**config.mk**
```make
export PLATFORM = sky130hd
export DESIGN_NAME = cau_cell
export DESIGN_NICKNAME = d
export VERILOG_FILES = /design/src/rtl/cau_pkg.sv /design/src/rtl/cau_cell.sv
export SDC_FILE = /design/constraint.sdc
export NUM_CORES = 1
export LEC_CHECK = 0
export ABC_AREA = 1
export BUFFER_PORTS_ARGS = -buffer_cell sky130_fd_sc_hd__buf_2
export CAP_MARGIN = 20
export CORE_MARGIN = 1.5
export CORE_UTILIZATION = 50
export DETAILED_ROUTE_END_ITERATION = 6
export PLACE_DENSITY = 0.74
export RECOVER_POWER = 25
export SYNTH_ARGS = -nofsm -noshare
export SYNTH_HDL_FRONTEND = slang
export SYNTH_SLANG_ARGS = --single-unit
```
**constraint.sdc**
```tcl
create_clock -name clock -period 9.6 [get_ports clock]
set_clock_uncertainty 0.1 [all_clocks]
set_input_delay 0.48 -clock clock [delete_from_list [all_inputs] [get_ports clock]]
set_output_delay 0.48 -clock clock [all_outputs]
set_load 0.005 [all_outputs]
```
**src/rtl/cau_pkg.sv**
```systemverilog
// shared widths, constants, tables and types of the complex arithmetic unit
// no dependencies
package cau_pkg;

   localparam int DATA_WIDTH    = 16;
   localparam int CORDIC_STAGES = 16;
   localparam int FRAC_BITS     = DATA_WIDTH - 4;
   localparam int GUARD         = 8;

   // cordic datapath widths: x and y carry guard bits plus growth headroom
   localparam int ROT_W = DATA_WIDTH + GUARD + 3;
   localparam int ANG_W = 34;
   localparam int IDX_W = $clog2(CORDIC_STAGES);

   // depth of the atan table and the index width it needs
   localparam int ATAN_N     = 32;
   localparam int ATAN_IDX_W = $clog2(ATAN_N);

   // gain correction and final rounding
   localparam int GAIN_W     = 21;
   localparam int GAIN_SHIFT = 20 + GUARD;
   localparam int ANG_SHIFT  = 30 - FRAC_BITS;
   localparam int MAG_W      = ROT_W + GAIN_W;
   localparam int PROD_W     = 2 * DATA_WIDTH;
   localparam int RES_W      = 2 * DATA_WIDTH + 2;

   localparam logic signed [GAIN_W-1:0] GAIN_Q20    = 21'sd636752;
   localparam logic signed [ANG_W-1:0]  HALF_PI_Q30 = 34'sd1686629713;

   // atan(2^-i) in q3.30 radians
   localparam logic signed [ANG_W-1:0] ATAN_Q30 [ATAN_N] = '{
      34'sd843314857, 34'sd497837830, 34'sd263043837, 34'sd133525159,
      34'sd67021687,  34'sd33543516,  34'sd16775851,  34'sd8388437,
      34'sd4194283,   34'sd2097149,   34'sd1048576,   34'sd524288,
      34'sd262144,    34'sd131072,    34'sd65536,     34'sd32768,
      34'sd16384,     34'sd8192,      34'sd4096,      34'sd2048,
      34'sd1024,      34'sd512,       34'sd256,       34'sd128,
      34'sd64,        34'sd32,        34'sd16,        34'sd8,
      34'sd4,         34'sd2,         34'sd1,         34'sd1
   };

   typedef logic signed [DATA_WIDTH-1:0] data_type;

   localparam data_type DATA_MAX = {1'b0, {(DATA_WIDTH-1){1'b1}}};
   localparam data_type DATA_MIN = {1'b1, {(DATA_WIDTH-1){1'b0}}};

   typedef enum logic [2:0] {
      MODE_ADD  = 3'd0,
      MODE_SUB  = 3'd1,
      MODE_MUL  = 3'd2,
      MODE_MAG  = 3'd3,
      MODE_ANG  = 3'd4,
      MODE_CONJ = 3'd5
   } mode_type;

   // operands and opcode riding alongside the cordic chain
   typedef struct packed {
      mode_type mode;
      logic     zero;
      data_type a_re;
      data_type a_im;
      data_type b_re;
      data_type b_im;
   } side_type;

   // cordic vector and accumulated angle
   typedef struct packed {
      logic signed [ROT_W-1:0] x;
      logic signed [ROT_W-1:0] y;
      logic signed [ANG_W-1:0] z;
   } rot_type;

endpackage

```
**src/rtl/cau_cell.sv**
```systemverilog
// one cordic vectoring step, registered, with the operand sideband passed along
// depends on cau_pkg
module cau_cell (
   input  logic                       clock,
   input  logic                       reset,
   input  logic [cau_pkg::IDX_W-1:0]  stage_idx,
   input  logic                       in_valid,
   output logic                       in_ready,
   input  cau_pkg::rot_type           in_rot,
   input  cau_pkg::side_type          in_side,
   output logic                       out_valid,
   input  logic                       out_ready,
   output cau_pkg::rot_type           out_rot,
   output cau_pkg::side_type          out_side
);
   localparam int RW = cau_pkg::ROT_W;
   localparam int AW = cau_pkg::ATAN_IDX_W;

   logic              valid_ff, valid_in;
   cau_pkg::rot_type  rot_ff, rot_in;
   cau_pkg::side_type side_ff;
   logic signed [RW-1:0] xs, ys;
   logic signed [cau_pkg::ANG_W-1:0] atan_step;
   logic [AW-1:0]     atan_idx;

   always_comb begin
      xs = in_rot.x >>> stage_idx;
      ys = in_rot.y >>> stage_idx;
      atan_idx  = AW'(stage_idx);
      atan_step = cau_pkg::ATAN_Q30[atan_idx];
      // drive y toward zero
      if (!in_rot.y[RW-1]) begin
         rot_in.x = in_rot.x + ys;
         rot_in.y = in_rot.y - xs;
         rot_in.z = in_rot.z + atan_step;
      end else begin
         rot_in.x = in_rot.x - ys;
         rot_in.y = in_rot.y + xs;
         rot_in.z = in_rot.z - atan_step;
      end
      in_ready = !valid_ff || out_ready;
      valid_in = in_ready ? in_valid : valid_ff;
   end

   always_ff @(posedge clock) begin
      if (reset) begin
         valid_ff <= 1'b0;
      end else begin
         valid_ff <= valid_in;
      end
      if (in_valid && in_ready) begin
         rot_ff  <= rot_in;
         side_ff <= in_side;
      end
   end

   assign out_valid = valid_ff;
   assign out_rot   = rot_ff;
   assign out_side  = side_ff;

endmodule

```
==> metrics.txt <==
sequential area share after synthesis=32.4%; CTS H-tree lvls=4; drt total wl=49.2 mm; worst setup margin=3930 ps; dominant cells by area after synthesis=edfxtp_1, nand2_1, nand3_1, ha_1, xor2_1; grt ovf=0; Yosys Warn Count=0; EDFF count, synth=156; TritonCTS Sinks=157; Comb pwr share=41.1%; worst slew pin tran=1000 ps; Bufs and invs on worst path=3; post-cts hold buffer count=0; nets=2,537; Max Cap Violations=0; Critical-path top delay cell=nor2_1; Synth cell types=52; TritonCTS Buffers=17; ys async rst share=0%; CP delay by family, top=simple AND/OR/NAND/NOR gates; routed len/inst=18.4 um; Peak VDD IR=0.121 mV; FMAX=176 MHz; crit path time final=5670 ps; initial drt markers=1,622; setup TNS=0 ps; overall power=2.78 mW; largest net degree at the start of global routing=77; part of the power in registers=33.9%; clk_lat worst skew=450 ps; vias in the first global route=13,900; clock root buffer=clkbuf_16; post-synth top area cell=edfxtp_1; CP Launch Type=input pin; Chip Width=173 um; Core Rows=62; DR pass1 iterations=6; GRT Total Usage=32.1%; CP arrival=5780 ps; FF/Latch Area=0.00470 sq mm; Worst setup startpoint=stage_idx[2]; Switching Share=39.5%; fillcell total=2,739; Post-Syn Nets=2,249; RSZ-0062 raised after global routing=false; count leader, synth=nand2_1; DRC errors left=0; worst-path fanout max=49; Post-Syn Area per Cell=7.31 sq um; PortBufs=321; final setup violation count=0; outcome=finished clean; first-pass GRT wire length=75.6 mm; Post-CTS Repair Setup Buffers=0; clk buf depth=2; power per cell area=165 mW/mm^2; Area growth syn-to-layout=16.2%; Syn Inst Count=1,987; die area=0.0301 sq mm; Synth top cells by count=nand2_1, nand3_1, edfxtp_1; post-DR vias/cell=5.60; WP data required=9710 ps; CP cell instances=buf_2, inv_2, nor2_1, nand3_1, nand3_1, inv_1, ha_1, nand3_1, nor2_1, nand4_2, o21ai_1, xor2_1, ha_1, a21oi_1, a21boi_0, o21bai_1, a21oi_1, o21bai_1, a21oi_1, xnor2_1; max_slew headroom=33.2%; # IOs=322; routed via count=15,000; Core ar.=0.0286 sq mm; Hold WC Path Type=input pin to flop; Hold Vio Cnt, Final=0; Yosys reg bits=157; P_sw=1.10 mW; fin. max-slew vios=0; dpl ws=3590 ps; CTS tree=done; Largest stage delay, worst path=840 ps; Cell Int Power=1.68 mW; clock-pin slew on the worst setup and hold paths=80 ps; critical path class=input pin to flop; area share of the largest cell type after synthesis=32.3%; detailed placement HPWL=39.7 mm; mapped cell area=0.0145 sq mm; CTS resizes=0; critical hold path startpoint=reset; Initial Util=50.7%; Primary FF master, synth=edfxtp_1; critical path endpoint category=flop; fraction of layout cells with a size suffix above 1=18.5%; Clk network pwr share=25.1%; Die Ht=173 um; multi-input logic area=0.00883 sq mm; post-route ant nets=0; initial antenna violation count=3; Final period util=59.1%; Worst R2R Start=out_valid$_SDFFE_PP0N_; GPL Wtd Cong=0.976; leakage=8.25 nW
-- power by group through the flow --
stage          combinational (mW)  clock [mW]  sequential (mW)
2_1_floorplan               0.746           0            0.980
3_3_place_gp                 1.11           0            0.952
3_5_place_dp                 1.12           0            0.955
4_1_cts                      1.13       0.707            0.941
5_1_grt                      1.26       0.731            0.949
6_report                     1.14       0.697            0.940
-- cells by family (layout without fill, tap and decap cells) --
kind of cell / Yosys count / in the layout / synth area share (%)
AOI/OAI and AO/OA: 259 / 259 / 10.4
DFF: 157 / 157 / 32.4
other: 0 / 1 / 0
and+or+nand+nor: 1109 / 1109 / 33.2
buffers and inverters: 223 / 524 / 6.84
adders and majority gates: 98 / 98 / 8.60
xor gates and xnor gates: 141 / 141 / 8.56
-- path summary, 6_finish.rpt --
| check | endpoint | slack [ps] | cells after the start |
|---|---|---|---|
| max | out_rot[84]$_DFFE_PP_ | 3930 | 20 |
| min reg2reg | out_valid$_SDFFE_PP0N_ | 440 | 2 |
| max reg2reg | out_side[51]$_DFFE_PP_ | 6390 | 3 |
| min | out_valid$_SDFFE_PP0N_ | 80 | 2 |
-- cell usage in the layout (no fill, tap or decap), types with 17 or more instances in the layout --
master	synthesis	routed
clkbuf_16	0	17
xnor2_1	31	31
o21ai_0	60	60
edfxtp_1	156	156
a21oi_1	109	108
nand2_1	584	584
nor2_1	154	154
nand3_1	276	276
inv_1	151	151
xor2_1	109	109
buf_2	24	307
ha_1	95	95
nand4_1	23	23
a21o_1	18	18
nor2_2	17	17
-- worst reg2reg max path, stage by stage, from the launching register on --
cell	delay, ps
dfxtp_1	350
a21oi_4	690
buf_4	750
buf_4	890
-- metal layers --
metal  vias to the layer above  wire, um  GRT usage, %
li1                       7299         -             -
met1                      6940     20700          41.9
met2                       662     23200          54.4
met3                        69      3810          5.22
met4                         4      1360          10.4
met5                         -        26             0
-- final cells by class --
type / count / area share [%]
repair buffers: 329 / 9.77
diodes: 1 / 0.0148
clock buffers: 17 / 2.52
well taps: 384 / 2.85
inverters: 163 / 3.66
multi-input cells: 1607 / 52.3
clock inverters: 15 / 0.964
flip-flops and latches: 157 / 27.9
-- flip-flops by register name (all words and copies together) (netlist names) --
name and count:
out_side 68, out_rot 88, out_valid 1
-- metrics by stage --
| step | util [%] | std cells | hold WS [ps] | instance area [sq um] |
|---|---|---|---|---|
| floorplan | - | 1987 | 407 | 14500 |
| global placement | 56.9 | 2640 | 419 | 16300 |
| detailed placement | 56.9 | 2640 | 427 | 16300 |
| CTS | 59.0 | 2672 | 65.6 | 16900 |
| global route | 58.9 | 2673 | 80.2 | 16900 |
| finish | 58.9 | 2673 | 77.7 | 16900 |
No activity file was read; power rests on OpenSTA's default activity.
