==> config.mk <==
export PLATFORM = sky130hd
export DESIGN_NAME = cau_back
export DESIGN_NICKNAME = d
export VERILOG_FILES = /design/src/rtl/cau_pkg.sv /design/src/rtl/cau_back.sv
export SDC_FILE = /design/constraint.sdc
export NUM_CORES = 2
export LEC_CHECK = 0
export CORE_MARGIN = 4
export CORE_UTILIZATION = 50
export CTS_CLUSTER_SIZE = 28
export DETAILED_ROUTE_END_ITERATION = 10
export DONT_BUFFER_PORTS = 1
export GPL_TIMING_DRIVEN = 0
export HOLD_SLACK_MARGIN = 0.15
export SLEW_MARGIN = 10
export SYNTH_ARGS = -nofsm -noshare
export SYNTH_HDL_FRONTEND = slang
export SYNTH_SLANG_ARGS = --single-unit
==> constraint.sdc <==
create_clock -name clock -period 9.8 [get_ports clock]
set_input_delay 1.47 -clock clock [delete_from_list [all_inputs] [get_ports clock]]
set_output_delay 1.47 -clock clock [all_outputs]
set_load 0.03 [all_outputs]
==> src/rtl/cau_pkg.sv <==
// shared widths, constants, tables and types of the complex arithmetic unit
// no dependencies
package cau_pkg;

   localparam int DATA_WIDTH    = 16;
   localparam int CORDIC_STAGES = 16;
   localparam int FRAC_BITS     = DATA_WIDTH - 4;
   localparam int GUARD         = 8;

   // cordic datapath widths: x and y carry guard bits plus growth headroom
   localparam int ROT_W = DATA_WIDTH + GUARD + 3;
   localparam int ANG_W = 34;
   localparam int IDX_W = $clog2(CORDIC_STAGES);

   // depth of the atan table and the index width it needs
   localparam int ATAN_N     = 32;
   localparam int ATAN_IDX_W = $clog2(ATAN_N);

   // gain correction and final rounding
   localparam int GAIN_W     = 21;
   localparam int GAIN_SHIFT = 20 + GUARD;
   localparam int ANG_SHIFT  = 30 - FRAC_BITS;
   localparam int MAG_W      = ROT_W + GAIN_W;
   localparam int PROD_W     = 2 * DATA_WIDTH;
   localparam int RES_W      = 2 * DATA_WIDTH + 2;

   localparam logic signed [GAIN_W-1:0] GAIN_Q20    = 21'sd636752;
   localparam logic signed [ANG_W-1:0]  HALF_PI_Q30 = 34'sd1686629713;

   // atan(2^-i) in q3.30 radians
   localparam logic signed [ANG_W-1:0] ATAN_Q30 [ATAN_N] = '{
      34'sd843314857, 34'sd497837830, 34'sd263043837, 34'sd133525159,
      34'sd67021687,  34'sd33543516,  34'sd16775851,  34'sd8388437,
      34'sd4194283,   34'sd2097149,   34'sd1048576,   34'sd524288,
      34'sd262144,    34'sd131072,    34'sd65536,     34'sd32768,
      34'sd16384,     34'sd8192,      34'sd4096,      34'sd2048,
      34'sd1024,      34'sd512,       34'sd256,       34'sd128,
      34'sd64,        34'sd32,        34'sd16,        34'sd8,
      34'sd4,         34'sd2,         34'sd1,         34'sd1
   };

   typedef logic signed [DATA_WIDTH-1:0] data_type;

   localparam data_type DATA_MAX = {1'b0, {(DATA_WIDTH-1){1'b1}}};
   localparam data_type DATA_MIN = {1'b1, {(DATA_WIDTH-1){1'b0}}};

   typedef enum logic [2:0] {
      MODE_ADD  = 3'd0,
      MODE_SUB  = 3'd1,
      MODE_MUL  = 3'd2,
      MODE_MAG  = 3'd3,
      MODE_ANG  = 3'd4,
      MODE_CONJ = 3'd5
   } mode_type;

   // operands and opcode riding alongside the cordic chain
   typedef struct packed {
      mode_type mode;
      logic     zero;
      data_type a_re;
      data_type a_im;
      data_type b_re;
      data_type b_im;
   } side_type;

   // cordic vector and accumulated angle
   typedef struct packed {
      logic signed [ROT_W-1:0] x;
      logic signed [ROT_W-1:0] y;
      logic signed [ANG_W-1:0] z;
   } rot_type;

endpackage

==> src/rtl/cau_back.sv <==
// result stages: products and gain correction, then rounding, selection and saturation
// depends on cau_pkg
module cau_back (
   input  logic              clock,
   input  logic              reset,
   input  logic              in_valid,
   output logic              in_ready,
   input  cau_pkg::rot_type  in_rot,
   input  cau_pkg::side_type in_side,
   output logic              out_valid,
   input  logic              out_ready,
   output cau_pkg::data_type res_re,
   output cau_pkg::data_type res_im,
   output logic              saturated
);
   localparam int DW = cau_pkg::DATA_WIDTH;
   localparam int RW = cau_pkg::RES_W;
   localparam int MW = cau_pkg::MAG_W;
   localparam int ZW = cau_pkg::ANG_W;
   localparam int PW = cau_pkg::PROD_W;

   localparam logic signed [RW-1:0] MUL_HALF =
      {{(RW-1){1'b0}}, 1'b1} << (cau_pkg::FRAC_BITS - 1);
   localparam logic signed [MW-1:0] MAG_HALF =
      {{(MW-1){1'b0}}, 1'b1} << (cau_pkg::GAIN_SHIFT - 1);
   localparam logic signed [ZW-1:0] ANG_HALF =
      {{(ZW-1){1'b0}}, 1'b1} << (cau_pkg::ANG_SHIFT - 1);

   // product stage
   logic                 v1_ff, v1_in, ready1, ready2;
   cau_pkg::side_type    side1_ff;
   logic signed [MW-1:0] mag_ff, mag_in;
   logic signed [ZW-1:0] z_ff;
   logic signed [PW-1:0] p_rr_ff, p_ii_ff, p_ri_ff, p_ir_ff;
   logic signed [PW-1:0] p_rr_in, p_ii_in, p_ri_in, p_ir_in;

   // output stage
   logic                 out_valid_ff, out_valid_in;
   cau_pkg::data_type    res_re_ff, res_re_in, res_im_ff, res_im_in;
   logic                 sat_ff, sat_in;
   logic signed [RW-1:0] re_w, im_w;
   logic signed [MW-1:0] mag_r;
   logic signed [ZW-1:0] ang_r;
   logic                 sat_re, sat_im;

   always_comb begin
      mag_in  = in_rot.x * cau_pkg::GAIN_Q20;
      p_rr_in = in_side.a_re * in_side.b_re;
      p_ii_in = in_side.a_im * in_side.b_im;
      p_ri_in = in_side.a_re * in_side.b_im;
      p_ir_in = in_side.a_im * in_side.b_re;
      ready2       = !out_valid_ff || out_ready;
      ready1       = !v1_ff || ready2;
      v1_in        = ready1 ? in_valid : v1_ff;
      out_valid_in = ready2 ? v1_ff : out_valid_ff;
   end

   always_comb begin
      mag_r = (mag_ff + MAG_HALF) >>> cau_pkg::GAIN_SHIFT;
      ang_r = (z_ff + ANG_HALF) >>> cau_pkg::ANG_SHIFT;
      re_w  = '0;
      im_w  = '0;
      case (side1_ff.mode)
         cau_pkg::MODE_ADD: begin
            re_w = RW'(side1_ff.a_re) + RW'(side1_ff.b_re);
            im_w = RW'(side1_ff.a_im) + RW'(side1_ff.b_im);
         end
         cau_pkg::MODE_SUB: begin
            re_w = RW'(side1_ff.a_re) - RW'(side1_ff.b_re);
            im_w = RW'(side1_ff.a_im) - RW'(side1_ff.b_im);
         end
         cau_pkg::MODE_MUL: begin
            re_w = (RW'(p_rr_ff) - RW'(p_ii_ff) + MUL_HALF) >>> cau_pkg::FRAC_BITS;
            im_w = (RW'(p_ri_ff) + RW'(p_ir_ff) + MUL_HALF) >>> cau_pkg::FRAC_BITS;
         end
         cau_pkg::MODE_MAG: begin
            re_w = side1_ff.zero ? '0 : RW'(mag_r);
         end
         cau_pkg::MODE_ANG: begin
            re_w = side1_ff.zero ? '0 : RW'(ang_r);
         end
         cau_pkg::MODE_CONJ: begin
            re_w = RW'(side1_ff.a_re);
            im_w = -RW'(side1_ff.a_im);
         end
         default: begin
            re_w = '0;
            im_w = '0;
         end
      endcase
      // in range when the sign bit and all bits above it agree
      sat_re = !((&re_w[RW-1:DW-1]) || !(|re_w[RW-1:DW-1]));
      sat_im = !((&im_w[RW-1:DW-1]) || !(|im_w[RW-1:DW-1]));
      if (sat_re) begin
         res_re_in = re_w[RW-1] ? cau_pkg::DATA_MIN : cau_pkg::DATA_MAX;
      end else begin
         res_re_in = re_w[DW-1:0];
      end
      if (sat_im) begin
         res_im_in = im_w[RW-1] ? cau_pkg::DATA_MIN : cau_pkg::DATA_MAX;
      end else begin
         res_im_in = im_w[DW-1:0];
      end
      sat_in = sat_re || sat_im;
   end

   always_ff @(posedge clock) begin
      if (reset) begin
         v1_ff        <= 1'b0;
         out_valid_ff <= 1'b0;
      end else begin
         v1_ff        <= v1_in;
         out_valid_ff <= out_valid_in;
      end
      if (in_valid && ready1) begin
         side1_ff <= in_side;
         mag_ff   <= mag_in;
         z_ff     <= in_rot.z;
         p_rr_ff  <= p_rr_in;
         p_ii_ff  <= p_ii_in;
         p_ri_ff  <= p_ri_in;
         p_ir_ff  <= p_ir_in;
      end
      if (v1_ff && ready2) begin
         res_re_ff <= res_re_in;
         res_im_ff <= res_im_in;
         sat_ff    <= sat_in;
      end
   end

   assign in_ready  = ready1;
   assign out_valid = out_valid_ff;
   assign res_re    = res_re_ff;
   assign res_im    = res_im_ff;
   assign saturated = sat_ff;

`ifndef SYNTH
   // a result only appears after the product stage held a transaction
   a_out_from_stage1: assert property (@(posedge clock) disable iff (reset)
      $rose(out_valid_ff) |-> $past(v1_ff))
      else $error("result valid without a transaction in the product stage");
`endif

endmodule

==> qor.csv <==
metric,value,unit
status,"complete, no violations",
setup_viol,0,
gr-total-overflow,0,
cts_root_buf,clkbuf_16,
cts-hold-fix-buffers,0,
hold_viol,0,
crit_type,in -> reg,
path_cells,"clkbuf_1, and2_1, fa_1, inv_1, fa_1, fa_1, inv_1, fa_1, fa_1, inv_1, fa_1, inv_1, ha_1, and3_1, a221oi_1, nor2_1, a21oi_1, o31ai_1, o41ai_1, o311ai_0, o2111a_1, a311o_1, xor2_1",
dieHeight,367,um
yosysWarningCount,0,
synth_top_area_share,0.391,
io_buffers,0,
layout_commonest_cell,inv_1,
antenna_found_initial,51,
hp-class,reg -> reg,
post-route-min-period,9210,ps
syn_avg_cell_area,9.54,um^2
synth_area_leaders,"fa_1, ha_1, edfxtp_1",
place.gp.congestion,0.996,
clk_latency,660,ps
io_pins,195,
synthArstFlopShare,0,
syn-num-nets,8899,
vias,47780,
worst_pin_slew,1470,ps
grt_usage,0.322,
cp.arrival,9580,ps
min_period_over_period,0.940,
cp_common_cell,fa_1,
cp_slowest_stage_delay,1040,ps
synth_edf_count,267,
worstSetupEndpointType,register,
die_width,367,um
use_met1,0.428,
grt_setup_unrepaired,no,
seq_area_frac_synth,0.125,
required,10170,ps
timing.fmax,0.109,GHz
dpl.hpwl,178,mm
reg2regPathDepth,12,
yosys.area.top_type,fa_1,
nets,8945,
first_pass_iters,7,
grt-busiest-layer,met2,
cts_inserted_buffers,39,
post_cts_buffers,0,
ant_nets,0,
rows,131,
drt-initial-drc-count,4528,
drc_errors,0,
start_util,0.505,
grt_pass1_wl,317,mm
synthFlopType,edfxtp_1,
dieArea,0.135,mm^2
final_cell_mix,"inv_1, fa_1, ha_1",
layout-area-overhead-vs-synth,5.77,%
drv_cap,0,
synth.ff_latch_count,269,
min_path_cells,2,
wl_per_cell,24.9,um
synth_cells,6774,
synth_cell_types,92,
cts_resized,0,
critPathLaunchType,primary input,
vias_per_cell,5.54,
cts.sinks,269,
use_met2,0.488,
skew,60.2,ps
syn-cell-area,0.0646,mm^2
post-route-util,0.534,
clk_pin_slew,60,ps
cts_tree,built,
use_met3,0.0918,
drv_slew,0,
first_global_vias,48891,
core_area,0.128,mm^2
grt_max_degree,61,
cts-htree-levels,2,
worstPathMaxFanout,10,
drive_gt1_frac,0.0177,
slew_headroom,0.0209,
worst_path_max_delay_cell,o41ai_1,
wirelength,214,mm
cts_max_path_buffers,3,
metal layers:
metal / wire length [um] / up-vias
li1: - / 21012
met1: 85500 / 24228
met2: 94800 / 2112
met3: 22300 / 412
met4: 11800 / 16
met5: 127 / -
cell usage after synthesis, types with 23 or more instances:
master and number:
nor2b_1 34, ha_1 704, o21a_1 28, nand4_1 26
a21oi_1 220, fa_1 1261, nor3_1 72, clkbuf_1 230
nand2b_1 40, a21o_1 76, nand2_1 592, xnor2_1 183
edfxtp_1 267, inv_1 1654, o21ai_0 140, and3_1 25
o21bai_1 26, a31oi_1 23, nor2_1 208, and2_1 513
nand3_1 57, xor2_1 77
cell families (layout without fill, tap and decap cells):
kind of cell,Yosys count,in the layout,synth area share
other,0,50,0
DFF,269,269,0.125
AOI/OAI and AO/OA,724,724,0.0726
and+or+nand+nor,1652,1652,0.129
buffers and inverters,1898,1970,0.111
muxes,6,6,0.000949
xor gates and xnor gates,260,260,0.0352
adders and majority gates,1965,1965,0.527
registers in the layout, summed over array words and instances, names as in the netlist:
| signal | cells |
|---|---|
| p_ir_ff | 32 |
| side1_ff | 68 |
| v1_ff | 1 |
| res_im | 16 |
| res_re | 16 |
| p_rr_ff | 32 |
| p_ii_ff | 32 |
| p_ri_ff | 32 |
| out_valid | 1 |
| z_ff | 17 |
| mag_ff | 21 |
| saturated | 1 |
path summary, 6_finish.rpt:
check | slack, ps | from | to
setup / recovery | 590 | in_side[22] | p_ir_ff[30]
hold / removal | 540 | v1_ff | out_valid
setup reg to reg | 4890 | p_rr_ff[24] | res_re[13]
hold reg to reg | 540 | v1_ff | out_valid
per-stage QoR:
stage | setup WS (ps) | hold WS [ps] | area, um^2 | setup TNS, ps | std cells
after global placement | -884 | 488 | 66800 | -187770 | 8503
after CTS | 818 | 550 | 68200 | 0 | 8575
after floorplan | 2020 | 478 | 64600 | 0 | 6774
after global routing | 264 | 621 | 68300 | 0 | 8589
final | 589 | 544 | 68300 | 0 | 8625
after detailed placement | 134 | 546 | 66900 | 0 | 8508
cell type report:
class / instances / area, um^2
Buffer: 244 / 948
Fill cell: 12002 / 59700
Timing Repair Buffer: 5 / 123
Antenna cell: 50 / 125
Sequential cell: 269 / 8060
Clock inverter: 24 / 313
Multi-Input combinational cell: 4607 / 49400
Tap cell: 1729 / 2160
Inverter: 1654 / 6210
Clock buffer: 43 / 991
worst max-delay path, delay by kind of cell:
| kind | cells | cell delay (ps) |
|---|---|---|
| adders and majority gates | 7 | 3130 |
| AOI/OAI and AO/OA | 7 | 2690 |
| buffers and inverters | 5 | 1190 |
| and+or+nand+nor | 3 | 600 |
| xor gates and xnor gates | 1 | 480 |
Power is left out: the tool's default activity adds up to more than one toggle a clock period on the data nets, which glitch-free logic cannot reach.
