<file path="config.mk">
export PLATFORM = sky130hd
export DESIGN_NAME = cau_front
export DESIGN_NICKNAME = d
export VERILOG_FILES = /design/src/rtl/cau_pkg.sv /design/src/rtl/cau_front.sv
export SDC_FILE = /design/constraint.sdc
export NUM_CORES = 1
export LEC_CHECK = 0
export ABC_AREA = 1
export BUFFER_PORTS_ARGS = -buffer_cell sky130_fd_sc_hd__buf_2
export CORE_MARGIN = 2
export CORE_UTILIZATION = 52
export CTS_BUF_LIST = sky130_fd_sc_hd__clkbuf_4 sky130_fd_sc_hd__clkbuf_8
export DETAILED_ROUTE_END_ITERATION = 7
export GPL_ROUTABILITY_DRIVEN = 0
export HOLD_SLACK_MARGIN = 0.02
export PLACE_DENSITY = 0.93
export SYNTH_ARGS = -nofsm -noshare
export SYNTH_HDL_FRONTEND = slang
export SYNTH_SLANG_ARGS = --single-unit
</file>
<file path="constraint.sdc">
create_clock -name clock -period 16.82 [get_ports clock]
set_input_delay 1.682 -clock clock [delete_from_list [all_inputs] [get_ports clock]]
set_output_delay 1.682 -clock clock [all_outputs]
set_load 0.02 [all_outputs]
</file>
<file path="src/rtl/cau_pkg.sv">
// shared widths, constants, tables and types of the complex arithmetic unit
// no dependencies
package cau_pkg;

   localparam int DATA_WIDTH    = 16;
   localparam int CORDIC_STAGES = 16;
   localparam int FRAC_BITS     = DATA_WIDTH - 4;
   localparam int GUARD         = 8;

   // cordic datapath widths: x and y carry guard bits plus growth headroom
   localparam int ROT_W = DATA_WIDTH + GUARD + 3;
   localparam int ANG_W = 34;
   localparam int IDX_W = $clog2(CORDIC_STAGES);

   // depth of the atan table and the index width it needs
   localparam int ATAN_N     = 32;
   localparam int ATAN_IDX_W = $clog2(ATAN_N);

   // gain correction and final rounding
   localparam int GAIN_W     = 21;
   localparam int GAIN_SHIFT = 20 + GUARD;
   localparam int ANG_SHIFT  = 30 - FRAC_BITS;
   localparam int MAG_W      = ROT_W + GAIN_W;
   localparam int PROD_W     = 2 * DATA_WIDTH;
   localparam int RES_W      = 2 * DATA_WIDTH + 2;

   localparam logic signed [GAIN_W-1:0] GAIN_Q20    = 21'sd636752;
   localparam logic signed [ANG_W-1:0]  HALF_PI_Q30 = 34'sd1686629713;

   // atan(2^-i) in q3.30 radians
   localparam logic signed [ANG_W-1:0] ATAN_Q30 [ATAN_N] = '{
      34'sd843314857, 34'sd497837830, 34'sd263043837, 34'sd133525159,
      34'sd67021687,  34'sd33543516,  34'sd16775851,  34'sd8388437,
      34'sd4194283,   34'sd2097149,   34'sd1048576,   34'sd524288,
      34'sd262144,    34'sd131072,    34'sd65536,     34'sd32768,
      34'sd16384,     34'sd8192,      34'sd4096,      34'sd2048,
      34'sd1024,      34'sd512,       34'sd256,       34'sd128,
      34'sd64,        34'sd32,        34'sd16,        34'sd8,
      34'sd4,         34'sd2,         34'sd1,         34'sd1
   };

   typedef logic signed [DATA_WIDTH-1:0] data_type;

   localparam data_type DATA_MAX = {1'b0, {(DATA_WIDTH-1){1'b1}}};
   localparam data_type DATA_MIN = {1'b1, {(DATA_WIDTH-1){1'b0}}};

   typedef enum logic [2:0] {
      MODE_ADD  = 3'd0,
      MODE_SUB  = 3'd1,
      MODE_MUL  = 3'd2,
      MODE_MAG  = 3'd3,
      MODE_ANG  = 3'd4,
      MODE_CONJ = 3'd5
   } mode_type;

   // operands and opcode riding alongside the cordic chain
   typedef struct packed {
      mode_type mode;
      logic     zero;
      data_type a_re;
      data_type a_im;
      data_type b_re;
      data_type b_im;
   } side_type;

   // cordic vector and accumulated angle
   typedef struct packed {
      logic signed [ROT_W-1:0] x;
      logic signed [ROT_W-1:0] y;
      logic signed [ANG_W-1:0] z;
   } rot_type;

endpackage

</file>
<file path="src/rtl/cau_front.sv">
// input stage: registers a transaction and pre-rotates operand a into the right half plane
// depends on cau_pkg
module cau_front (
   input  logic              clock,
   input  logic              reset,
   input  logic              in_valid,
   output logic              in_ready,
   input  logic [2:0]        mode,
   input  cau_pkg::data_type a_re,
   input  cau_pkg::data_type a_im,
   input  cau_pkg::data_type b_re,
   input  cau_pkg::data_type b_im,
   output logic              out_valid,
   input  logic              out_ready,
   output cau_pkg::rot_type  out_rot,
   output cau_pkg::side_type out_side
);
   localparam int RW = cau_pkg::ROT_W;

   logic              valid_ff, valid_in;
   cau_pkg::rot_type  rot_ff, rot_in;
   cau_pkg::side_type side_ff, side_in;
   logic signed [RW-1:0] xg, yg;

   always_comb begin
      xg = RW'(a_re) <<< cau_pkg::GUARD;
      yg = RW'(a_im) <<< cau_pkg::GUARD;
      rot_in.x = xg;
      rot_in.y = yg;
      rot_in.z = '0;
      // left half plane: rotate by a quarter turn first
      if (xg[RW-1]) begin
         if (!yg[RW-1]) begin
            rot_in.x = yg;
            rot_in.y = -xg;
            rot_in.z = cau_pkg::HALF_PI_Q30;
         end else begin
            rot_in.x = -yg;
            rot_in.y = xg;
            rot_in.z = -cau_pkg::HALF_PI_Q30;
         end
      end
      side_in.mode = cau_pkg::mode_type'(mode);
      side_in.zero = (a_re == '0) && (a_im == '0);
      side_in.a_re = a_re;
      side_in.a_im = a_im;
      side_in.b_re = b_re;
      side_in.b_im = b_im;
      in_ready = !valid_ff || out_ready;
      valid_in = in_ready ? in_valid : valid_ff;
   end

   always_ff @(posedge clock) begin
      if (reset) begin
         valid_ff <= 1'b0;
      end else begin
         valid_ff <= valid_in;
      end
      if (in_valid && in_ready) begin
         rot_ff  <= rot_in;
         side_ff <= side_in;
      end
   end

   assign out_valid = valid_ff;
   assign out_rot   = rot_ff;
   assign out_side  = side_ff;

endmodule

</file>
==> out/results.ini, run 1 <==
[yosys]
yosysSeqAreaShare_pct = 66.5
synthCells = 419
avgSynthCellArea_sq_um = 11.8
netlist_area_sq_um = 4950
yosysWarningCount = 0
ys_seq_elements = 110
yosysUniqueCellTypes = 33

[min_path]
hp-class = reg2reg
hold_path_end = out_valid
holdPathStages = 2
min_from = out_valid

[final_layout]
diodes = 0
drive_gt1_share_pct = 43.1
multi_input_area_sq_um = 1190
fillerInstances = 671
finalNetCount = 673
register_area_sq_um = 3290
syn2layout_area_growth_pct = 21.7

[sta]
tns_ns = 0
tightest_slew_ns = 1.22
hold_violations = 0
fin_worst_skew_ns = 0.00703
slew_headroom_pct = 18.7
fin_crit_ns = 3.81
rsz0062_at_grt = no
maxSlewViolCount = 0
fin_ws_ns = 13.01
min_period_over_period_pct = 22.6
setup_violations = 0
max_freq_mhz = 263

[clock_network]
cts_made_buffers = 9
cts_tree = yes
cts-root-buf = clkbuf_8
post_cts_buffers = 0
cts_htree_levels = 3
ctsResizeCount = 0
clockBufferDepth = 2
path_clk_slew_ns = 0.11
insertion_delay_ns = 0.37
ctsHoldBuffers = 0
clkSinkCount = 110

[die]
die_y_microns = 102
die_x_microns = 102
io_pins = 229
row_count = 35
initial_utilization_pct = 53.6
dieArea_sq_um = 10300
core_sq_um = 9240

[power]
vdd_drop_max_uv = 59.4
p_leak_nw = 2.73
powerDensity_nw_per_um2 = 96.8

[worst_setup_path]
timing.rr.end = out_side[26]
critPathRequiredTime_ns = 15.14
cp_max_fo = 2
cp.arrival_ns = 2.13
reg2reg_setup_slack_ns = 14.26
worstSetupStartpointType = input port
endpoint_kind = primary output
rr_startpoint = out_valid
timing_worst_setup_path_type = in2out
reg2regPathDepth = 2

[global_route]
grt_pass1_wl_microns = 17100
grt_pass1_vias = 3510
grt_max_degree = 71
grt_overflow = 0
antenna_found_initial = 0
grt_use_total_pct = 21.8

[detailed_routing]
drtPass1Iterations = 5
drt_iter0_markers = 304
routed_wl_microns = 11800
routedWlPerCell_microns = 16.0
ant_nets = 0
drc = 0
route.vias.total = 3739
avgViaCountPerCell = 5.09

[run]
maxCapViolCount = 0

[placed_design]
dpl.hpwl_microns = 8640
place_ws_ns = 12.74
io_buffers = 212

[run_status]
status = finished, final reports clean

## where the power goes
group	switching [W]	total (W)	internal, W	leakage (nW)
Clock	0.0000975	0.000156	0.0000585	0.0975
Combinational	0.0000712	0.0000998	0.0000286	1.57
Sequential	0.00000506	0.000328	0.000323	1.07
Total	0.000174	0.000583	0.000410	2.73
## layout by cell type (no fill, tap or decap), drive strengths merged, types with 2 or more instances in the layout
cell      n
ha        2
buf     213
xor2      5
o21ai    23
clkbuf    9
inv      32
a21oi     4
nor2     27
nand2   102
xnor2     2
clkinv    4
edfxtp  109
conb     19
nand3    40
nor3      4
nand4     4
## per-stage QoR
stage | utilization, % | hold WS [ns] | power, W | cells | cell area (sq um)
floorplan | - | 0.705 | 0.000406 | 437 | 5020
global placement | 63.0 | 0.507 | 0.000430 | 718 | 5820
detailed placement | 63.0 | 0.524 | 0.000433 | 718 | 5820
CTS | 65.2 | 0.539 | 0.000587 | 734 | 6020
global route | 65.2 | 0.569 | 0.000603 | 734 | 6020
finish | 65.2 | 0.539 | 0.000583 | 734 | 6020
## critical path: stages
cell,delay (ns)
buf_2,0.10
inv_1,0.10
nand2_1,0.08
buf_2,0.16
## logic make-up (layout without fill, tap and decap cells)
| logic type | Yosys count | count (layout) | synth area share [%] |
|---|---|---|---|
| compound gates | 30 | 30 | 3.26 |
| xor+xnor | 7 | 7 | 1.24 |
| fa+ha+maj | 2 | 2 | 0.505 |
| buf+inv | 91 | 259 | 11.1 |
| flops | 110 | 110 | 66.5 |
| other cells | 1 | 19 | 0.0757 |
| simple gates | 178 | 178 | 17.3 |
## worst max-delay path by stage
stage / startpoint / end / slack, ns / cells past startpoint
after floorplan: in_valid / out_rot[0] / 9.23 / 2
after global placement: out_ready / out_side[18] / 12.86 / 4
after detailed placement: out_ready / out_side[3] / 12.74 / 4
after CTS: out_ready / in_ready / 13.01 / 4
after global routing: out_ready / in_ready / 12.97 / 4
final: out_ready / in_ready / 13.01 / 4
## cells in the mapped netlist (all sizes together)
| master | number | share of area [%] |
|---|---|---|
| nand4 | 4 | 0.51 |
| nand3 | 40 | 4.6 |
| ha | 2 | 0.51 |
| nor2 | 27 | 3.0 |
| a31oi | 1 | 0.13 |
| inv | 30 | 2.3 |
| edfxtp | 109 | 66 |
| o21ai | 23 | 2.4 |
| xor2 | 5 | 0.88 |
| nand2 | 102 | 8.4 |
| clkbuf | 4 | 0.30 |
| o211ai | 1 | 0.15 |
| o221ai | 1 | 0.18 |
| xnor2 | 2 | 0.35 |
| nor3 | 4 | 0.63 |
| dfxtp | 1 | 0.40 |
| a21oi | 4 | 0.40 |
| conb | 1 | 0.076 |
| and2 | 1 | 0.13 |
| buf | 57 | 8.5 |
## area by class of cell
cell class | count | area share (%)
multi-input cells | 236 | 19.7
clock buffers | 9 | 2.06
clock inverters | 7 | 1.29
repair buffers | 213 | 17.7
inverters | 30 | 1.87
flip-flops and latches | 110 | 54.7
well taps | 129 | 2.68
## routing by layer
layer,vias up,GRT usage [%],share of wire (%)
li1,1721,-,-
met1,1755,25.2,36
met2,231,38.1,52
met3,32,5.87,9.5
met4,0,9.46,3.1
met5,-,0,0
## flip-flops by register name, summed over array words and instances, names as in the netlist
signal,flops
out_rot,41
out_valid,1
out_side,68
No activity file was read; power rests on OpenSTA's default activity.
==> run 2, diff against run 1 <==
--- a/config.mk
+++ b/config.mk
@@ -5,15 +5,15 @@
 export SDC_FILE = /design/constraint.sdc
 export NUM_CORES = 1
 export LEC_CHECK = 0
-export ABC_AREA = 1
+export ABC_AREA = 0
 export BUFFER_PORTS_ARGS = -buffer_cell sky130_fd_sc_hd__buf_2
 export CORE_MARGIN = 2
-export CORE_UTILIZATION = 52
+export CORE_UTILIZATION = 43
 export CTS_BUF_LIST = sky130_fd_sc_hd__clkbuf_4 sky130_fd_sc_hd__clkbuf_8
 export DETAILED_ROUTE_END_ITERATION = 7
 export GPL_ROUTABILITY_DRIVEN = 0
 export HOLD_SLACK_MARGIN = 0.02
-export PLACE_DENSITY = 0.93
+export PLACE_DENSITY = 0.83
 export SYNTH_ARGS = -nofsm -noshare
 export SYNTH_HDL_FRONTEND = slang
 export SYNTH_SLANG_ARGS = --single-unit
==> constraint.sdc (replaced) <==
create_clock -name clock -period 3.45 [get_ports clock]
set_input_delay 0.345 -clock clock [delete_from_list [all_inputs] [get_ports clock]]
set_output_delay 0.345 -clock clock [all_outputs]
set_load 0.02 [all_outputs]
==> out/results.ini, run 2 <==
[sta]
slew_headroom_pct = 30.8  ; was 18.7%
setup_violations = 0  ; unchanged
tightest_slew_ns = 1.04  ; was 1.22 ns
min_period_over_period_pct = 55.3
rsz0062_at_grt = no  ; unchanged
maxSlewViolCount = 0  ; unchanged
tns_ns = 0  ; unchanged
hold_violations = 0  ; unchanged
max_freq_mhz = 525
fin_worst_skew_ns = 0.00992  ; was 0.00703 ns
fin_crit_ns = 1.91

[global_route]
grt_max_degree = 66  ; was 71
grt_pass1_wl_microns = 16100  ; was 17100 microns
antenna_found_initial = 1  ; was 0
grt_overflow = 0  ; unchanged
grt_use_total_pct = 18.2  ; was 21.8%
grt_pass1_vias = 2935  ; was 3510

[clock_network]
cts_made_buffers = 9  ; unchanged
clkSinkCount = 110  ; unchanged
cts-root-buf = clkbuf_8  ; unchanged
insertion_delay_ns = 0.36  ; was 0.37 ns
clockBufferDepth = 2  ; unchanged
cts_htree_levels = 3  ; unchanged
post_cts_buffers = 0  ; unchanged
ctsResizeCount = 0  ; unchanged
cts_tree = yes  ; unchanged
ctsHoldBuffers = 0  ; unchanged
path_clk_slew_ns = 0.10  ; was 0.11 ns

[min_path]
hp-class = in2reg  ; was reg2reg
min_from = reset  ; was out_valid
hold_path_end = out_valid  ; unchanged
holdPathStages = 2  ; unchanged

[yosys]
synth_top_area_share_pct = 69.5  ; was 66.1%
synth_xor_xnor_area_share_pct = 4.65  ; was 1.24%
synth_area_leaders = edfxtp_1 (69%), buf_4 (7.5%), a21oi_1 (3.2%)  ; was edfxtp_1 (66%), buf_4 (7.6%), nand2_1 (7.1%)
yosys.area_share.adder_pct = 0.531  ; was 0.505%
avgSynthCellArea_sq_um = 14.2  ; was 11.8 sq um
synth_common_cells = edfxtp_1 (109), buf_4 (47), nor2_1 (38), a21oi_1 (30), clkbuf_1 (15)  ; was edfxtp_1 (109), nand2_1 (93), buf_4 (50), nand3_1 (36), inv_1 (22)
synth-simple-area-share_pct = 7.51  ; was 17.3%
synth_compound_area_share_pct = 7.54  ; was 3.26%
synth_top_family_by_area = buffers and inverters  ; was simple AND/OR/NAND/NOR gates
synth.most_common_cell = edfxtp_1  ; unchanged
muxShareOfSynthArea_pct = 0.425  ; was 0%
netlist_area_sq_um = 4710  ; was 4950 sq um
yosysUniqueCellTypes = 36  ; was 33
yosysWarningCount = 0  ; unchanged
synthArstFlopShare_pct = 0  ; unchanged
yosys.area.top_type = edfxtp_1  ; unchanged
yosysSeqAreaShare_pct = 69.9  ; was 66.5%
synthCells = 333  ; was 419
synth_flop_cell = edfxtp_1  ; unchanged
synth_edf_count = 109  ; unchanged
ys_seq_elements = 110  ; unchanged

[final_layout]
syn2layout_area_growth_pct = 23.6  ; was 21.7%
finalNetCount = 586  ; was 673
diodes = 0  ; unchanged
final_common_cell = buf_2  ; unchanged
fin_util_pct = 54.2  ; was 65.2%
fillerInstances = 909  ; was 671
final_cell_count_no_fill = 658  ; was 734
final_cell_mix = buf_2 (212), edfxtp_1 (109), nor2_1 (38)  ; was buf_2 (212), edfxtp_1 (109), nand2_1 (93)
drive_gt1_share_pct = 46.9  ; was 43.1%
largest_register_ffs = 68  ; unchanged

[detailed_routing]
route.vias.total = 3148  ; was 3739
routed_wl_microns = 11000  ; was 11800 microns
routedWlPerCell_microns = 16.8  ; was 16.0 microns
avgViaCountPerCell = 4.78  ; was 5.09
drc = 0  ; unchanged
ant_nets = 0  ; unchanged
drtPass1Iterations = 4  ; was 5
drt_iter0_markers = 231  ; was 304

[worst_setup_path]
crit_slowest_cell = and2_4  ; was buf_2
cp_max_fo = 60  ; was 2
timing_worst_setup_path_type = reg2reg  ; was in2out
cp.arrival_ns = 1.95  ; was 2.13 ns
endpoint_kind = register  ; was primary output
worstSetupStartpointType = register  ; was input port
reg2regPathDepth = 3  ; was 2
reg2reg_setup_slack_ns = 1.54  ; was 14.26 ns
critPathRequiredTime_ns = 3.50  ; was 15.14 ns
crit_chain = nand2b_1, and2_4, buf_4  ; was buf_2, inv_1, nand2_1, buf_2
rr_startpoint = out_valid  ; unchanged
slowest_delay_ns = 0.67  ; was 0.16 ns
timing.rr.end = out_side[28]  ; was out_side[26]

[die]
dieArea_sq_um = 11800  ; was 10300 sq um
row_count = 38  ; was 35
die_x_microns = 109  ; was 102 microns
io_pins = 229  ; unchanged
core_sq_um = 10700  ; was 9240 sq um
die_y_microns = 109  ; was 102 microns
initial_utilization_pct = 43.9  ; was 53.6%

[power]
power_w = 0.00286  ; was 0.000583 W
vdd_drop_max_uv = 211  ; was 59.4 uV
powerDensity_nw_per_um2 = 491  ; was 96.8 nW/um^2
p_leak_nw = 2.44  ; was 2.73 nW

[run]
maxCapViolCount = 0  ; unchanged

[run_status]
status = finished, final reports clean  ; unchanged

[placed_design]
dpl.hpwl_microns = 8130  ; was 8640 microns
dp_cells = 642  ; was 718
io_buffers = 212  ; unchanged

-- run 2: critical path: cells and delay by family, from the launching register on --
family / cells / cell delay [ns]
buffers and inverters: 1 / 0.44
DFF: 1 / 0.33
and+or+nand+nor: 2 / 0.78
-- run 2: per-layer routing --
layer / GRT usage (%) / up-vias / share of wire (%)
met1: 22.5 / 1495 / 39
met3: 5.32 / 6 / 7.9
met5: 0 / - / 0.14
met2: 31.3 / 143 / 53
met4: 4.95 / 2 / 0.46
li1: - / 1502 / -
-- run 2: logic make-up (layout without fill, tap and decap cells) --
| logic type | after synthesis | in the layout |
|---|---|---|
| muxes | 2 | 2 |
| and+or+nand+nor | 70 | 70 |
| xor gates and xnor gates | 25 | 25 |
| other | 1 | 19 |
| adders and majority gates | 2 | 2 |
| DFF | 110 | 110 |
| AOI/OAI and AO/OA | 53 | 53 |
| buffers and inverters | 70 | 237 |
-- run 2: area by class of cell --
cell class,count,area [sq um],area share (%)
sequential,110,3290,56.5
inverter,6,22.5,0.387
multi-input combinational,171,1050,18.0
clock buffer,9,124,2.13
tap,140,175,3.01
timing repair buffer,215,1080,18.6
clock inverter,7,80.1,1.37
-- run 2: metrics by stage --
step	hold slack, ns	instance area, sq um	worst slack (ns)
6_report	0.141	5830	1.54
5_1_grt	0.114	5830	1.41
4_1_cts	0.121	5830	1.53
3_5_place_dp	0.524	5620	1.24
3_3_place_gp	0.494	5620	1.28
2_1_floorplan	0.414	4780	0.996
-- run 2: worst max path at each step --
stage,start,end,slack [ns],cells past startpoint
2_1_floorplan,out_valid,out_rot[0],1.0,2
3_3_place_gp,a_im[3],out_rot[82],1.28,5
3_5_place_dp,a_im[0],out_rot[81],1.24,7
4_1_cts,out_valid,out_side[67],1.53,3
5_1_grt,out_valid,out_side[28],1.41,3
6_report,out_valid,out_side[28],1.54,3
-- run 2: power breakdown --
| part | switching (W) | internal [W] | total (W) |
|---|---|---|---|
| clock | 0.000447 | 0.000346 | 0.000793 |
| combinational | 0.000323 | 0.000146 | 0.000469 |
| sequential | 0.0000252 | 0.00157 | 0.00160 |
| total | 0.000796 | 0.00206 | 0.00286 |
==> run 3, diff against run 2 <==
==> constraint.sdc (replaced) <==
create_clock -name clock -period 1.6 [get_ports clock]
set_input_delay 0.16 -clock clock [delete_from_list [all_inputs] [get_ports clock]]
set_output_delay 0.16 -clock clock [all_outputs]
set_load 0.02 [all_outputs]
==> out/results.ini, run 3 (same netlist as run 2, synthesis figures left out) <==
[die]
die_x_microns = 109  ; unchanged
die_y_microns = 109  ; unchanged
core_sq_um = 10700  ; unchanged
initial_utilization_pct = 43.9  ; unchanged
dieArea_sq_um = 11800  ; unchanged
row_count = 38  ; unchanged
io_pins = 229  ; unchanged

[power]
vdd_drop_max_uv = 474  ; was 211 uV
powerDensity_nw_per_um2 = 951  ; was 491 nW/um^2
p_leak_nw = 2.79  ; was 2.44 nW
power_w = 0.00619  ; was 0.00286 W

[worst_setup_path]
endpoint_kind = register  ; unchanged
crit_start = a_im[0]  ; was out_valid
rr_startpoint = out_valid  ; unchanged
critPathRequiredTime_ns = 1.72  ; was 3.50 ns
worstSetupStartpointType = input port  ; was register
timing_worst_setup_path_type = in2reg  ; was reg2reg
cp_max_fo = 7  ; was 60
cp.arrival_ns = 1.57  ; was 1.95 ns
reg2reg_setup_slack_ns = 0.32  ; was 1.54 ns

[run]
maxCapViolCount = 0  ; unchanged

[global_route]
grt_max_degree = 65  ; was 66
grt_use_total_pct = 19.6  ; was 18.2%
grt_pass1_vias = 3384  ; was 2935
grt_overflow = 0  ; unchanged
antenna_found_initial = 0  ; was 1
grt_pass1_wl_microns = 17200  ; was 16100 microns

[sta]
fin_ws_ns = 0.149  ; was 1.54 ns
min_period_over_period_pct = 90.7
fin_crit_ns = 1.45
setup_violations = 0  ; unchanged
maxSlewViolCount = 0  ; unchanged
fin_worst_skew_ns = 0.0142  ; was 0.00992 ns
rsz0062_at_grt = no  ; unchanged
max_freq_mhz = 689
hold_violations = 0  ; unchanged

[clock_network]
cts_htree_levels = 3  ; unchanged
clkSinkCount = 110  ; unchanged
post_cts_buffers = 0  ; unchanged
insertion_delay_ns = 0.38  ; was 0.36 ns
cts_tree = yes  ; unchanged
cts_made_buffers = 9  ; unchanged
cts-root-buf = clkbuf_8  ; unchanged
path_clk_slew_ns = 0.11  ; was 0.10 ns
clockBufferDepth = 2  ; unchanged

[final_layout]
diodes = 0  ; unchanged
drive_gt1_share_pct = 47.5  ; was 46.9%
syn2layout_area_growth_pct = 38.2  ; was 23.6%
final_cell_mix = buf_2 (212), edfxtp_1 (109), dlygate4sd3_1 (39)  ; was buf_2 (212), edfxtp_1 (109), nor2_1 (38)
final_common_cell = buf_2  ; unchanged
finalNetCount = 658  ; was 586
largest_register_ffs = 68  ; unchanged

[placed_design]
dpl.hpwl_microns = 8610  ; was 8130 microns
place_ws_ns = -0.354  ; was 1.24 ns
io_buffers = 212  ; unchanged

[detailed_routing]
drc = 0  ; unchanged
ant_nets = 0  ; unchanged
route.vias.total = 3486  ; was 3148
routedWlPerCell_microns = 16.4  ; was 16.8 microns
drt_iter0_markers = 197  ; was 231
avgViaCountPerCell = 4.78  ; about the same
routed_wl_microns = 11900  ; was 11000 microns
drtPass1Iterations = 5  ; was 4

[run_status]
status = finished, final reports clean  ; unchanged

[min_path]
hp-class = in2reg  ; unchanged
min_from = a_re[12]  ; was reset

[run 3: cell types whose count changed in the layout (fill, tap and decap cells not counted), sizes merged]
| cell | delta |
|---|---|
| clkinv | +1 |
| bufinv | -1 |
| clkinvlp | -1 |
| clkbuf | +1 |
| buf | +33 |
| dlygate4sd3 | +39 |
[run 3: report_power, final]
| part | total, W | switching [W] | internal, W |
|---|---|---|---|
| clock | 0.00157 | 0.000957 | 0.000615 |
| sequential | 0.00345 | 0.0000574 | 0.00339 |
| combinational | 0.00118 | 0.000732 | 0.000444 |
| total | 0.00619 | 0.00175 | 0.00445 |
[run 3: timing repair]
action | 4_1_cts | 5_1_grt
endpoints found under the hold margin | 38 | 0
gates resized for setup | 0 | 1
setup endpoints to repair | 0 | 3
hold buffers | 39 | 0
[run 3: worst paths after layout]
check	endpoint	cells after the start
max reg2reg	out_rot[85]	3
min reg2reg	out_rot[58]	2
max	out_rot[79]	7
min	out_side[60]	1
[run 3: layout make-up]
cell class                 instances  area [sq um]
clock inverter                     6          55.1
fill                             857          4230
inverter                           6          22.5
sequential                       110          3300
clock buffer                      10           131
timing repair buffer             287          1770
tap                              140           175
multi-input combinational        171          1060
[run 3: routing by layer]
layer	share of wire [%]	track usage (%)	routed length, microns	vias to the layer above
li1	-	-	-	1648
met1	37	21.8	4430	1626
met2	52	35.8	6240	184
met3	7.6	3.29	904	28
met4	3.1	10.1	370	0
met5	0	0	0	-
[run 3: critical path: stages]
cell and delay, ns:
buf_2 0.11, inv_1 0.08, ha_1 0.17, or3b_4 0.45, o31ai_1 0.32, xor2_1 0.19
a21oi_1 0.09
[run 3: stage by stage]
stage	instances	TNS [ns]	area [sq um]	utilization [%]	hold slack, ns
global placement	675	-1.85	5930	55.2	0.304
CTS	730	0	6510	60.6	0.0211
finish	730	0	6510	60.6	0.0376
detailed placement	675	-2.55	5930	55.2	0.311
global route	730	0	6510	60.6	0.0252
floorplan	351	-12.06	4800	-	0.219
